**src/hdl/set_pkg.sv**
```systemverilog
`timescale 1ns / 1ps

package set_pkg;

    localparam int unsigned VTX_W    = 15;
    localparam int unsigned WEIGHT_W = 31;
    localparam int unsigned KEY_W    = 2 * VTX_W;
    localparam int unsigned VCNT_W   = 16;
    localparam logic [VCNT_W-1:0] VCNT_RESET = 16'd32768;

    typedef enum logic [1:0] {
        OP_INSERT = 2'd0,
        OP_DELETE = 2'd1,
        OP_DUMP   = 2'd2
    } t_opcode;

    typedef enum logic [2:0] {
        ST_INSERTED   = 3'd0,
        ST_DELETED    = 3'd1,
        ST_FULL       = 3'd2,
        ST_NOT_FOUND  = 3'd3,
        ST_DUMP_ENTRY = 3'd4,
        ST_DUMP_EMPTY = 3'd5
    } t_status;

    // One stored edge; {src, dst} forms the sort key.
    typedef struct packed {
        logic [VTX_W-1:0]    src;
        logic [VTX_W-1:0]    dst;
        logic [WEIGHT_W-1:0] weight;
    } t_edge;

    typedef enum logic [1:0] {
        CELL_HOLD = 2'd0,
        CELL_INS  = 2'd1,
        CELL_DEL  = 2'd2,
        CELL_ROT  = 2'd3
    } t_cell_op;

    typedef struct packed {
        logic             eval;
        logic [KEY_W-1:0] key;
        t_cell_op         op;
    } t_cell_ctl;

endpackage

```
**src/hdl/set_cell.sv**
```systemverilog
`timescale 1ns / 1ps

module set_cell (
    input  logic             i_clk,
    input  set_pkg::t_cell_ctl i_ctl,
    input  set_pkg::t_edge   i_new,
    input  set_pkg::t_edge   i_left,
    input  set_pkg::t_edge   i_right,
    input  set_pkg::t_edge   i_wrap,
    input  logic             i_in_use,
    input  logic             i_is_tail,
    input  logic             i_prev_after,
    output set_pkg::t_edge   o_entry,
    output logic             o_after,
    output logic             o_hit
);
    import set_pkg::*;

    t_edge r_entry;
    t_edge n_entry;
    logic  r_after;
    logic  r_hit;

    // The after flag marks this cell as at or past the insert/delete position.
    always_ff @(posedge i_clk) begin
        r_entry <= n_entry;
        if (i_ctl.eval) begin
            r_after <= !i_in_use || ({r_entry.src, r_entry.dst} >= i_ctl.key);
            r_hit   <= i_in_use && ({r_entry.src, r_entry.dst} == i_ctl.key);
        end
    end

    always_comb begin
        n_entry = r_entry;
        unique case (i_ctl.op)
            CELL_HOLD: n_entry = r_entry;
            CELL_INS: begin
                if (i_prev_after) begin
                    n_entry = i_left;
                end else if (r_after) begin
                    n_entry = i_new;
                end
            end
            CELL_DEL: begin
                if (r_after) begin
                    n_entry = i_right;
                end
            end
            CELL_ROT: n_entry = i_is_tail ? i_wrap : i_right;
            default:  n_entry = r_entry;
        endcase
    end

    assign o_entry = r_entry;
    assign o_after = r_after;
    assign o_hit   = r_hit;

endmodule

```
**config.mk**
```make
export PLATFORM = sky130hd
export DESIGN_NAME = set_cell
export DESIGN_NICKNAME = d
export VERILOG_FILES = /design/src/hdl/set_pkg.sv /design/src/hdl/set_cell.sv
export SDC_FILE = /design/constraint.sdc
export NUM_CORES = 1
export LEC_CHECK = 0
export ABC_CLOCK_PERIOD_IN_PS = 2890
export BUFFER_PORTS_ARGS = -buffer_cell sky130_fd_sc_hd__clkbuf_2
export CAP_MARGIN = 20
export CORE_AREA = 3 3 134 136
export CTS_BUF_LIST = sky130_fd_sc_hd__clkbuf_16
export DETAILED_ROUTE_END_ITERATION = 8
export DIE_AREA = 0 0 137 139
export SETUP_SLACK_MARGIN = 0.4
export SLEW_MARGIN = 20
export SYNTH_ARGS = -nofsm -noshare
export SYNTH_HDL_FRONTEND = slang
export SYNTH_SLANG_ARGS = --single-unit
```
**constraint.sdc**
```tcl
create_clock -name i_clk -period 2.89 [get_ports i_clk]
set_input_delay 0.1445 -clock i_clk [delete_from_list [all_inputs] [get_ports i_clk]]
set_output_delay 0.1445 -clock i_clk [all_outputs]
set_load 0.02 [all_outputs]
```
# Yosys cells after proc, flatten, opt, wreduce, memory -nomap -nowiden
# Index checks and enable logic that the tools add are counted.
[totals] reg_bits=63 in_bits=281 out_inout_bits=63 word_cells=23
[op_classes] n_lt_le_gt_ge=1 eq_ne=6 n_mux=5 bitwise_logic=1 n_reduce_logical=5
[ops] operator="2-to-1 mux 61 bit" n=4
[ops] operator="case mux 61 bit (3 select lines)" n=1
[ops] operator="equality test 30 bit" n=1
[ops] operator=">= comparator 30 bit" n=1
[ops] operator="equality test 2 bit (second input constant)" n=2
[ops] operator="!= test 3 bit (second input constant)" n=1
[ops] operator="AND reduction 3 bit" n=1
[ops] operator="equality test 2 x 1 -> 1 bit (second input constant)" n=1
[ops] operator="logical NOT 2 bit" n=1
[ops] operator="!= test 2 bit (second input constant)" n=1
[ops] operator="logical AND 1 bit" n=1
[ops] operator="logical NOT 1 bit" n=1
[ops] operator="logical OR 1 bit" n=1
[ops] operator="inverter 1 bit" n=1

# Longest topological paths before layout
# Gate-level depths: netlist of run 1.
[logic_depth] word_depth=3 mapped_depth=7 ltp_nobuf=7

# Worst setup path after synthesis of run 1
# Ideal clock, no wire load.
[synth_path] kind="in2reg" start="in i_ctl[1] (netlist bit)" end="reg r_entry (netlist bit o_entry[0]), enable pin" setup_time_ps=424 arrival_ps=2199 required_ps=2466 path_slack_ps=268 path_stages=4 path_buffers=3 path_cell_list="buf_2 > buf_2 > clkbuf_1 > o22a_1"
[synth_between] elab_chain_len=3 elab_cells_between_ends=7 cone_classes="4 x eq/ne; 1 x bitwise; 2 x reduce/logical"
[synth_rtl] element="start, declared" line_no="set_cell.sv:5" source="input set_pkg::t_cell_ctl i_ctl,"
[synth_rtl] element="equality test 2 x 1 -> 1 bit, or another cell as far along" line_no="set_cell.sv:35" source="unique case (i_ctl.op)"
[synth_rtl] element="!= test 3 bit (no source line), or another cell as far along"
[synth_rtl] element="AND reduction 3 bit (no source line) *"
[synth_rtl] element="end signal, assigned" line_no="set_cell.sv:26" source="r_entry <= n_entry;"
[synth_rtl] element="end, declared" line_no="set_cell.sv:19" source="t_edge r_entry;"
# Every way passes the cells marked *; elsewhere a longest branch is shown, timed or not.
# A chain may end at the register's enable or synchronous reset.

# Final worst setup path of run 1
[layout_path] start="reg r_entry (netlist bit o_entry[43])" end="reg r_after (netlist: o_after) (data pin)"
[layout_between] elab_chain_len=2
[layout_rtl] element=">= comparator 30 bit" line_no="set_cell.sv:28" source="r_after <= !i_in_use || ({r_entry.src, r_entry.dst} >= i_ctl.key);"
[layout_rtl] element="logical OR 1 bit" line_no="set_cell.sv:28"
[layout_rtl] element="end signal, assigned" line_no="set_cell.sv:28"
[layout_rtl] element="end, declared" line_no="set_cell.sv:21" source="logic r_after;"
# Every way passes these cells.

==> flow_summary.yaml, run 1 <==
status:
  outcome: "finished, final reports clean"
grt:
  antenna_found_initial: 0
  grtUsageMet2: 0.292
  use_met3: 0.0414
  grt-ovfl-total: 0
  grt_max_degree: 57
  use_met1: 0.191
  track_usage: 0.166
  grt_first_pass_wirelength_mm: 24.0
  grt_pass1_vias: 4610
  top_usage_layer: "met2"
layout:
  mostFrequentLayoutCells: "clkbuf_2, a21oi_1, edfxtp_1"
  area_delta_synth_final_pct: 47.9
  design_area_um2: 6920
  fill_cells: 1738
  num_antenna_cells: 0
  multi_input_area_um2: 2490
  area.sequential_um2: 1890
  final_common_cell: "clkbuf_2"
  drive_above_1_share: 0.474
  final_nets: 1091
synthesis:
  muxShareOfSynthArea: 0.131
  synth_warnings: 0
  ys_types: 32
  synth_fa_ha_area_frac: 0.0803
  synth_top_flop_cell: "edfxtp_1"
  synth-edff-count: 63
  yosysSeqAreaShare: 0.405
  synthesis.area_um2: 4680
  syn_inst: 451
  synth_xor_xnor_area_share: 0
  ys_ff_latch: 63
  synth_compound_gate_area_share: 0.196
  async_flop_share: 0
  synth-simple-area-share: 0.123
  synth_top_family_by_area: "compound AO/OA/AOI/OAI gates"
  syn-num-nets: 762
  syn_area_per_cell_um2: 10.4
timing:
  post-route-min-period_ns: 1.90
  tns_ns: 0
  report.final.slew_viol_count: 0
  fmax_mhz: 527
  setup_violations: 0
  rsz0062_at_grt: "false"
  skew_ns: 0.00665
  max-slew-margin-rel: 0.670
  hold_viol_final: 0
  tightest_slew_ns: 0.495
  finalCritPeriodShare: 0.656
route:
  drc_errors: 0
  wl_per_cell_um: 16.0
  drt-vias-per-instance: 4.57
  first_pass_iters: 4
  postRouteAntennaNets: 0
  num_vias: 4613
  drt_iter0_drc: 149
  drt-total-wl_mm: 16.2
worst_setup_path:
  arrival_ns: 1.98
  crit_required_ns: 2.97
  slowest_stage: "edfxtp_1"
  crit_path_start: "o_entry[43]$_DFFE_PP_"
  crit_chain: "ha_1 -> a21oi_1 -> nand2_1 -> a221oi_2 -> o31ai_1 -> a211o_1"
  cp_num_buf_inv: 0
  r2r-start: "o_entry[43]$_DFFE_PP_"
  end_kind: "register"
  crit_fanout: 3
  worst_setup_path_start_kind: "register"
  worstSetupPathType: "reg2reg"
  cp_top_family: "compound AO/OA/AOI/OAI gates"
  cp_slowest_stage_delay_ns: 0.39
placement:
  globalplace.congestion: 0.821
  dpl.hpwl_mm: 13.5
  port-buffer-count: 343
  post_dp_cell_area_um2: 6600
pwr:
  p_leak_nw: 3.63
  ir_drop_uv: 286
  powerDensity_nw_per_um2: 460
die:
  die_h_um: 139
  io_pins: 344
  die_w_um: 137
  core_um2: 17100
  dieArea_um2: 19000
  start_util: 0.274
  fp-row-count: 48
worst_hold_path:
  hold_class: "in2reg"
  hp-start: "i_ctl[32]"
clock_tree:
  cts_htree_levels: 3
  clk_pin_slew_ns: 0.05
  cts_buffers: 9
  postCtsSetupBuffers: 0
  root_buffer: "clkbuf_16"
  insertion_delay_ns: 0.34
  tritoncts: "yes"
  clkSinkCount: 63
  clk_path_buf_depth: 2
  postCtsResizedCells: 0
  holdBufCountCts: 0
run:
  maxCapViolCount: 0
layout make-up:
| cell class | count | share of cell area |
|---|---|---|
| multi-input combinational | 324 | 0.360 |
| inverter | 31 | 0.0168 |
| sequential | 63 | 0.274 |
| timing repair buffer | 351 | 0.263 |
| clock buffer | 9 | 0.0326 |
| clock inverter | 7 | 0.0128 |
| tap | 225 | 0.0407 |
cell families after synthesis:
logic type / count (synthesis)
buf+inv: 64
mux: 61
compound gates: 146
fa+ha+maj: 30
simple gates: 87
flops: 63
flip-flops by register name, indices dropped and copies added, names as in the netlist:
name and count:
o_hit 1, o_after 1, o_entry 61
power by group:
group	switching, mW	internal, mW	leakage [nW]	total, mW
registers	0.0452	1.13	0.617	1.18
clock network	0.401	0.748	0.153	1.15
logic	0.471	0.384	2.86	0.855
layer usage:
layer | vias to the layer above | wire, um
met5 | - | 0
met4 | 0 | 324
met3 | 20 | 1240
met2 | 199 | 8190
met1 | 2026 | 6400
li1 | 2368 | -
worst reg2reg max path, cell delays in order, from the launching register on:
cell and delay (ns):
edfxtp_1 0.39, ha_1 0.33, a21oi_1 0.16, nand2_1 0.09, a221oi_2 0.26, o31ai_1 0.13
a211o_1 0.28
per-stage QoR:
step	setup WS [ns]	utilization	cells	hold WS (ns)	power, mW
floorplan	0.900	-	451	0.257	1.67
global placement	1.04	0.387	994	0.409	2.05
detailed placement	0.987	0.387	994	0.412	2.07
CTS	0.973	0.405	1010	0.0498	3.24
global route	0.843	0.405	1010	0.0512	3.36
finish	0.993	0.405	1010	0.0644	3.18
path summary, 6_finish.rpt:
| check | endpoint | slack, ns | cells after the start |
|---|---|---|---|
| max | o_after$_DFFE_PP_ | 0.99 | 6 |
| min | o_after$_DFFE_PP_ | 0.06 | 1 |
| max reg2reg | o_after$_DFFE_PP_ | 0.99 | 6 |
| min reg2reg | o_after$_DFFE_PP_ | 0.81 | 3 |
synthesized netlist by cell type (2+ instances only):
master,instances,area (um2)
a211oi_1,62,465
a21oi_1,72,360
and2b_1,30,225
and4_1,2,17.5
buf_2,9,45.0
buf_6,7,78.8
clkbuf_1,16,60.1
edfxtp_1,63,1890
ha_1,30,375
inv_1,31,116
mux2i_1,61,611
nand2_1,6,22.5
nand3_1,2,10.0
nand4_1,6,37.5
nor2_1,2,7.51
nor2b_1,32,200
o21ai_0,5,25.0
(Power assumes the default switching activity.)
==> inputs of run 2 (changes only) <==
Settings changed: ABC_AREA set to 1, ABC_CLOCK_PERIOD_IN_PS 2890 to 1600, CORE_AREA 3 3 134 136 to 3 3 131 133, DIE_AREA 0 0 137 139 to 0 0 134 136.
Clock period 2.89 ns to 1.6 ns, I/O delays scaled along.
==> flow_summary.yaml, run 2 <==
grt:
  grt_first_pass_wirelength_mm: 32.2
  grt_pass1_vias: 5860
  grt_max_degree: 39
  grt-ovfl-total: 0
  antenna_found_initial: 0
  track_usage: 0.231
timing:
  setup_violations: 0
  worst_slack_ns: 0.0651
  fmax_mhz: 652
  finalCritPeriodShare: 0.959
  post-route-min-period_ns: 1.53
  rsz0062_at_grt: "true"
  report.final.slew_viol_count: 0
  hold_viol_final: 0
  tightest_slew_ns: 0.398
  skew_ns: 0.00685
  max-slew-margin-rel: 0.734
die:
  dieArea_um2: 18200
  core_um2: 15900
  die_h_um: 136
  fp-row-count: 46
  io_pins: 344
  die_w_um: 134
  start_util: 0.301
worst_setup_path:
  crit_required_ns: 1.69
  worst_setup_path_start_kind: "register"
  crit_fanout: 4
  end_kind: "register"
  arrival_ns: 1.63
  worstSetupPathType: "reg2reg"
synthesis:
  synth_area_leaders: "edfxtp_1, nand2_1, nor2_1"
  synth_fa_ha_area_frac: 0.0781
  synth_warnings: 0
  yosysSeqAreaShare: 0.394
  synth-edff-count: 63
  synthesis.area_um2: 4800
  yosys.area.top_type: "edfxtp_1"
  syn_area_per_cell_um2: 7.55
  async_flop_share: 0
  syn-num-nets: 947
  ys_types: 20
  ys_top_cells_by_count: "nand2_1, nor2_1, edfxtp_1"
  synth_top_area_share: 0.394
  muxShareOfSynthArea: 0
  synth-simple-area-share: 0.228
  syn_inst: 636
  synth_xor_xnor_area_share: 0
  synth_most_common_cell: "nand2_1"
  synth_top_family_by_area: "simple AND/OR/NAND/NOR gates"
  synth_top_flop_cell: "edfxtp_1"
  synth_compound_gate_area_share: 0.223
  ys_ff_latch: 63
worst_hold_path:
  hold_class: "in2reg"
route:
  drc_errors: 0
  wl_per_cell_um: 18.0
  drt_iter0_drc: 457
  first_pass_iters: 4
  num_vias: 6069
  drt-total-wl_mm: 22.1
  drt-vias-per-instance: 4.95
  postRouteAntennaNets: 0
placement:
  dpl.hpwl_mm: 16.5
  port-buffer-count: 343
  globalplace.congestion: 0.881
  post-place-ws_ns: 0.0278
  post_dp_cell_area_um2: 6960
layout:
  largest_reg_flops: 61
  final_common_cell: "clkbuf_2"
  area_delta_synth_final_pct: 67.7
  num_antenna_cells: 0
  final_nets: 1319
  drive_above_1_share: 0.452
  mostFrequentLayoutCells: "clkbuf_2, nand2_1, nor2_1"
  design_area_um2: 8050
status:
  outcome: "finished, final reports clean"
clock_tree:
  clk_path_buf_depth: 2
  root_buffer: "clkbuf_16"
  clkSinkCount: 63
  insertion_delay_ns: 0.33
  cts_buffers: 9
  tritoncts: "yes"
  cts_htree_levels: 3
  clk_pin_slew_ns: 0.05
pwr:
  power_mw: 6.12
  powerDensity_nw_per_um2: 760
  p_leak_nw: 3.91
  ir_drop_uv: 550
run:
  maxCapViolCount: 0
-- run 2: cell types whose count changed after synthesis, moves of 14 or more --
cell and delta:
nand2_1 +118, nor2_1 +114, a21oi_1 -64, a211oi_1 -62, mux2i_1 -61, o21ai_0 +54, o21ai_1 +44, o221ai_1 +40
nand3_1 +32, nor2b_1 -32, and2b_1 -30, o211ai_1 +21, inv_1 +15, clkbuf_1 +14
-- run 2: path summary, 6_finish.rpt --
check,cells past startpoint,slack [ns],start,to
setup / recovery,9,0.07,o_entry[56]$_DFFE_PP_,o_after$_DFFE_PP_
hold / removal,3,0.05,i_right[30],o_entry[30]$_DFFE_PP_
setup reg to reg,9,0.07,o_entry[56]$_DFFE_PP_,o_after$_DFFE_PP_
hold reg to reg,7,0.90,o_entry[40]$_DFFE_PP_,o_after$_DFFE_PP_
-- run 2: area by class of cell --
class                           count  area [um2]
Clock inverter                      5        28.8
Clock buffer                        9         225
Tap cell                          216         270
Sequential cell                    63        1890
Timing Repair Buffer              403        2620
Inverter                           51         191
Multi-Input combinational cell    480        2830
Fill cell                        1560        7890
-- run 2: power by group --
group | internal, mW | total (mW) | switching (mW)
combinational | 1.05 | 2.25 | 1.20
sequential | 2.07 | 2.16 | 0.0991
clock | 1.02 | 1.71 | 0.695
-- run 2: per-stage QoR --
stage | hold slack [ns] | std cells | utilization | TNS (ns)
floorplan | 0.192 | 636 | - | 0
global placement | 0.316 | 1180 | 0.437 | 0
detailed placement | 0.319 | 1180 | 0.437 | 0
CTS | 0.0321 | 1216 | 0.482 | 0
global route | 0.0407 | 1227 | 0.505 | -0.0231
finish | 0.0465 | 1227 | 0.505 | 0
-- run 2: critical path: stages, from the launching register on --
cell      delay [ns]
edfxtp_1        0.46
ha_4            0.30
nand2_4         0.08
nor2_4          0.04
nand2_4         0.08
nor2_2          0.03
nand2_1         0.09
nand2_1         0.05
nor2_1          0.11
nand2_1         0.06
-- run 2: cell families after synthesis --
| logic type | count (synthesis) |
|---|---|
| simple gates | 277 |
| compound gates | 173 |
| buf+inv | 93 |
| flops | 63 |
| fa+ha+maj | 30 |
-- run 2: layer usage --
layer	vias up	part of all wire	track usage
li1	2979	-	-
met1	2746	0.42	0.291
met2	313	0.49	0.393
met3	31	0.074	0.0581
met4	0	0.020	0.0686
met5	-	0	0
-- run 2: timing repair --
item | 4_1_cts | 5_1_grt
hold endpoints to repair | 2 | 0
gates cloned | 9 | 1
resized for setup | 26 | 46
buffers inserted | 12 | 10
setup endpoints to repair | 63 | 64
hold buffers | 1 | 0
pin swaps | 7 | 13
